### config.mk
export PLATFORM = sky130hd
export DESIGN_NAME = iso_cell
export DESIGN_NICKNAME = d
export VERILOG_FILES = /design/src/sv/iso_pkg.sv /design/src/sv/iso_cell.sv
export SDC_FILE = /design/constraint.sdc
export NUM_CORES = 1
export LEC_CHECK = 0
export ABC_AREA = 1
export BUFFER_PORTS_ARGS = -buffer_cell sky130_fd_sc_hd__buf_4
export CORE_ASPECT_RATIO = 1.25
export CORE_MARGIN = 3
export CORE_UTILIZATION = 35
export CTS_CLUSTER_SIZE = 20
export DETAILED_ROUTE_END_ITERATION = 7
export GPL_TIMING_DRIVEN = 1
export PLACE_DENSITY = 0.7
export REMOVE_ABC_BUFFERS = 1
export SLEW_MARGIN = 5
export SYNTH_ARGS = -nofsm -noshare
export SYNTH_HDL_FRONTEND = slang
export SYNTH_SLANG_ARGS = --single-unit
### constraint.sdc
create_clock -name i_clk -period 6.9 [get_ports i_clk]
set_input_delay 1.035 -clock i_clk [delete_from_list [all_inputs] [get_ports i_clk]]
set_output_delay 1.035 -clock i_clk [all_outputs]
set_load 0.005 [all_outputs]
### src/sv/iso_pkg.sv
// Shared types and constants for the insertion sorter.
`timescale 1ns / 1ps
`default_nettype none

package iso_pkg;

    // Element width, fixed by the item format
    localparam int DATA_W = 32;

    // Default store depth
    localparam int MAX_ITEMS_DEF = 64;

    // Controller states
    localparam logic ST_LOAD  = 1'b0;
    localparam logic ST_DRAIN = 1'b1;

    // Per-cycle command broadcast to every cell of the chain
    typedef struct packed {
        logic ins;    // insert the broadcast value
        logic shift;  // move every entry one cell toward the head
    } t_cell_ctrl;

endpackage

`default_nettype wire

### src/sv/iso_cell.sv
// One cell of the sorting chain: holds one element and its valid bit.
`timescale 1ns / 1ps
`default_nettype none

module iso_cell (
    input  wire logic                                i_clk,
    input  wire logic                                i_rst_n,
    input  wire iso_pkg::t_cell_ctrl                 i_ctrl,
    input  wire logic signed [iso_pkg::DATA_W-1:0]   i_value,
    input  wire logic                                i_left_valid,
    input  wire logic signed [iso_pkg::DATA_W-1:0]   i_left_value,
    input  wire logic                                i_left_take,
    input  wire logic                                i_right_valid,
    input  wire logic signed [iso_pkg::DATA_W-1:0]   i_right_value,
    output logic                                     o_valid,
    output logic signed [iso_pkg::DATA_W-1:0]        o_value,
    output logic                                     o_take
);

    logic                                r_valid;
    logic signed [iso_pkg::DATA_W-1:0]   r_value;
    logic                                n_valid;
    logic signed [iso_pkg::DATA_W-1:0]   n_value;

    // This cell is at or past the insertion point: empty, or strictly greater
    // than the new element (equal entries stay ahead, keeping arrival order).
    assign o_take = !r_valid || (r_value > i_value);

    // Next contents
    always_comb begin
        n_valid = r_valid;
        n_value = r_value;
        if (i_ctrl.shift) begin
            n_valid = i_right_valid;
            n_value = i_right_value;
        end else if (i_ctrl.ins) begin
            n_valid = r_valid | i_left_valid;
            if (o_take) begin
                n_value = i_left_take ? i_left_value : i_value;
            end
        end
    end

    always_ff @(posedge i_clk) begin
        if (!i_rst_n) begin
            r_valid <= 1'b0;
        end else begin
            r_valid <= n_valid;
        end
    end

    always_ff @(posedge i_clk) begin
        r_value <= n_value;
    end

    assign o_valid = r_valid;
    assign o_value = r_value;

endmodule

`default_nettype wire

==> flow_summary.yaml <==
outcome:
  status: "complete, no violations"
logic_synthesis:
  synth-simple-area-share: 0.154
  syn_area_per_cell_sq_um: 8.59
  synth_adder_area_share: 0.156
  synth-seq-cells: 33
  ys_warn_count: 0
  synth_xor_area_frac: 0
  ys_types: 23
  syn_inst: 299
  ys_seq_area_frac: 0.382
  synth.area.mux_share: 0
  synth-compound-area-share: 0.225
  synth_top_family_by_area: "compound AO/OA/AOI/OAI gates"
  syn_area_sq_um: 2570
sta:
  finalCritPeriodShare: 0.514
  finClkSkew_ns: 0.00825
  fmax_mhz: 282
  maxSlewViolCount: 0
  tightest_slew_ns: 0.948
  finalSetupTns_ns: 0
  setup_violations: 0
  layout_min_cycle_time_ns: 3.55
  hold_viol_final: 0
  max-slew-margin-rel: 0.367
  rsz0062_at_grt: "false"
global_route:
  grt_usage: 0.163
  grt_pass1_vias: 2530
  antenna_found_initial: 0
  grt_pass1_wl_mm: 10.7
  grt_remaining_overflow: 0
  grt_max_degree: 64
hold_path:
  min_path_type: "reg -> reg"
pwr:
  finalPower_mw: 0.592
  leakage_nw: 1.84
  intPower_mw: 0.423
  ir_drop_mv: 0.0934
  p_sw_frac: 0.285
  p_sw_mw: 0.169
  power.share.clock: 0.232
  power_density_nw_per_um2: 158
  pwr-share-comb: 0.332
  seqPwrFrac: 0.436
cells_and_area:
  drive_gt1_frac: 0.362
  synthToLayoutAreaGrowth_pct: 45.5
  fin_nets: 565
  fill_cells: 689
  final_area_sq_um: 3740
  num_antenna_cells: 0
setup_path:
  start_kind: "primary input"
  path_max_fanout: 2
  crit_type: "in -> out"
  cp-end-kind: "output pin"
  critPathArrivalTime_ns: 2.51
  required_ns: 5.86
place:
  place_congestion: 0.763
  dpl-instance-area_sq_um: 3650
  hpwl_mm: 5.45
  io_buffers: 136
clocking:
  cts_tree: "built"
  post-cts-setup-buffers: 0
  postCtsResizedCells: 0
  cts-root-buf: "clkbuf_8"
  cts_buffers: 5
  clock_latency_ns: 0.28
  cts.sinks: 33
  clk_pin_slew_ns: 0.07
  clk_path_buf_depth: 2
  cts_max_level: 2
  hold_buffers: 0
floorplan:
  initial_utilization: 0.364
  die_y_microns: 102
  core_sq_um: 7060
  die_w_microns: 82.6
  die-area_sq_um: 8410
  std_cell_rows: 34
  boundaryPins: 137
run:
  cap_viol_max_count: 0
detailed_routing:
  vias: 2495
  drt-initial-drc-count: 62
  routed_via_density: 4.79
  wl_per_cell_microns: 12.8
  wirelength_mm: 6.65
  drc_errors: 0
  drtPass1Iterations: 4
  antenna_left: 0
[cell usage after synthesis]
master / count / area [sq um]
o21a_1: 29 / 218
clkbuf_1: 10 / 37.5
nand3_1: 3 / 15.0
nor2_1: 13 / 48.8
nor3_2: 1 / 10.0
o21a_2: 1 / 8.76
nand2_2: 3 / 18.8
nand4_2: 1 / 12.5
o211ai_1: 29 / 218
buf_2: 2 / 10.0
inv_2: 3 / 11.3
nor2_2: 2 / 12.5
a21oi_1: 19 / 95.1
inv_1: 39 / 146
ha_1: 32 / 400
a21o_1: 1 / 7.51
edfxtp_1: 32 / 961
nand2_1: 71 / 267
nand4_1: 2 / 12.5
buf_4: 1 / 7.51
dfxtp_1: 1 / 20.0
o21ai_0: 3 / 15.0
a21oi_4: 1 / 16.3
[power by group through the flow]
stage	Combinational [mW]	Clock, mW	Sequential, mW
finish	0.196	0.137	0.258
floorplan	0.0919	0	0.263
CTS	0.201	0.144	0.258
detailed placement	0.200	0	0.263
global route	0.225	0.154	0.260
global placement	0.196	0	0.261
[worst max-delay path, stage by stage]
cell     delay, ns
buf_4         0.08
inv_1         0.04
ha_1          0.31
a21oi_1       0.19
nand2_1       0.08
nand2_1       0.06
nand3_1       0.12
a21oi_4       0.17
nand2_1       0.07
nand2_1       0.05
nand2_1       0.05
nand2_1       0.07
nand2_2       0.06
buf_4         0.13
[cell usage in the layout, fill, tap and decap left out]
cell	n
a21o_1	1
nand4_1	2
nand2_2	3
nand3_1	3
clkbuf_1	1
o21a_1	29
o21a_2	1
inv_1	39
nor2_2	2
nor3_2	1
ha_1	32
buf_4	137
nand4_2	1
nor2_1	13
a21oi_1	19
edfxtp_1	32
clkbuf_8	5
o21ai_0	3
inv_2	3
nand2_1	71
clkinv_2	2
a21oi_4	1
dfxtp_1	1
o211ai_1	29
[stage by stage]
stage	hold WS (ns)	setup slack (ns)	instances	util
2_1_floorplan	0.524	3.67	286	-
3_3_place_gp	0.535	3.28	513	0.518
3_5_place_dp	0.543	3.23	513	0.518
4_1_cts	0.556	3.33	521	0.529
5_1_grt	0.595	3.13	521	0.529
6_report	0.558	3.35	521	0.529
[sequential cells by signal, indices dropped and copies added (netlist names)]
register	cells
o_value	32
o_valid	1
[cell families (layout without fill, tap and decap cells)]
logic type,count (synthesis),count (layout)
AOI/OAI and AO/OA,83,83
adders and majority gates,32,32
buffers and inverters,55,187
DFF,33,33
and+or+nand+nor,96,96
[area by class of cell]
type | count | area, sq um | area share
Clock inverter | 2 | 10.0 | 0.00268
Tap cell | 90 | 113 | 0.0301
Timing Repair Buffer | 137 | 1030 | 0.275
Inverter | 42 | 158 | 0.0422
Multi-Input combinational cell | 211 | 1380 | 0.368
Sequential cell | 33 | 981 | 0.262
Clock buffer | 6 | 72.6 | 0.0194
[routing by layer]
| metal | part of all wire | vias to the layer above | GRT usage |
|---|---|---|---|
| li1 | - | 1290 | - |
| met1 | 0.40 | 1115 | 0.188 |
| met2 | 0.51 | 83 | 0.298 |
| met3 | 0.078 | 7 | 0.0365 |
| met4 | 0.011 | 0 | 0.0453 |
| met5 | 0 | - | 0 |
[path summary, 6_finish.rpt]
path                          from                    end  slack, ns  cells past startpoint
max                    i_value[19]                 o_take       3.35                     14
min           o_valid$_SDFFE_PN0P_   o_valid$_SDFFE_PN0P_       0.56                      2
max reg2reg  o_value[31]$_DFFE_PP_  o_value[11]$_DFFE_PP_       4.05                     14
min reg2reg   o_valid$_SDFFE_PN0P_   o_valid$_SDFFE_PN0P_       0.56                      2
Note: power is estimated with default switching activity, not from simulation.
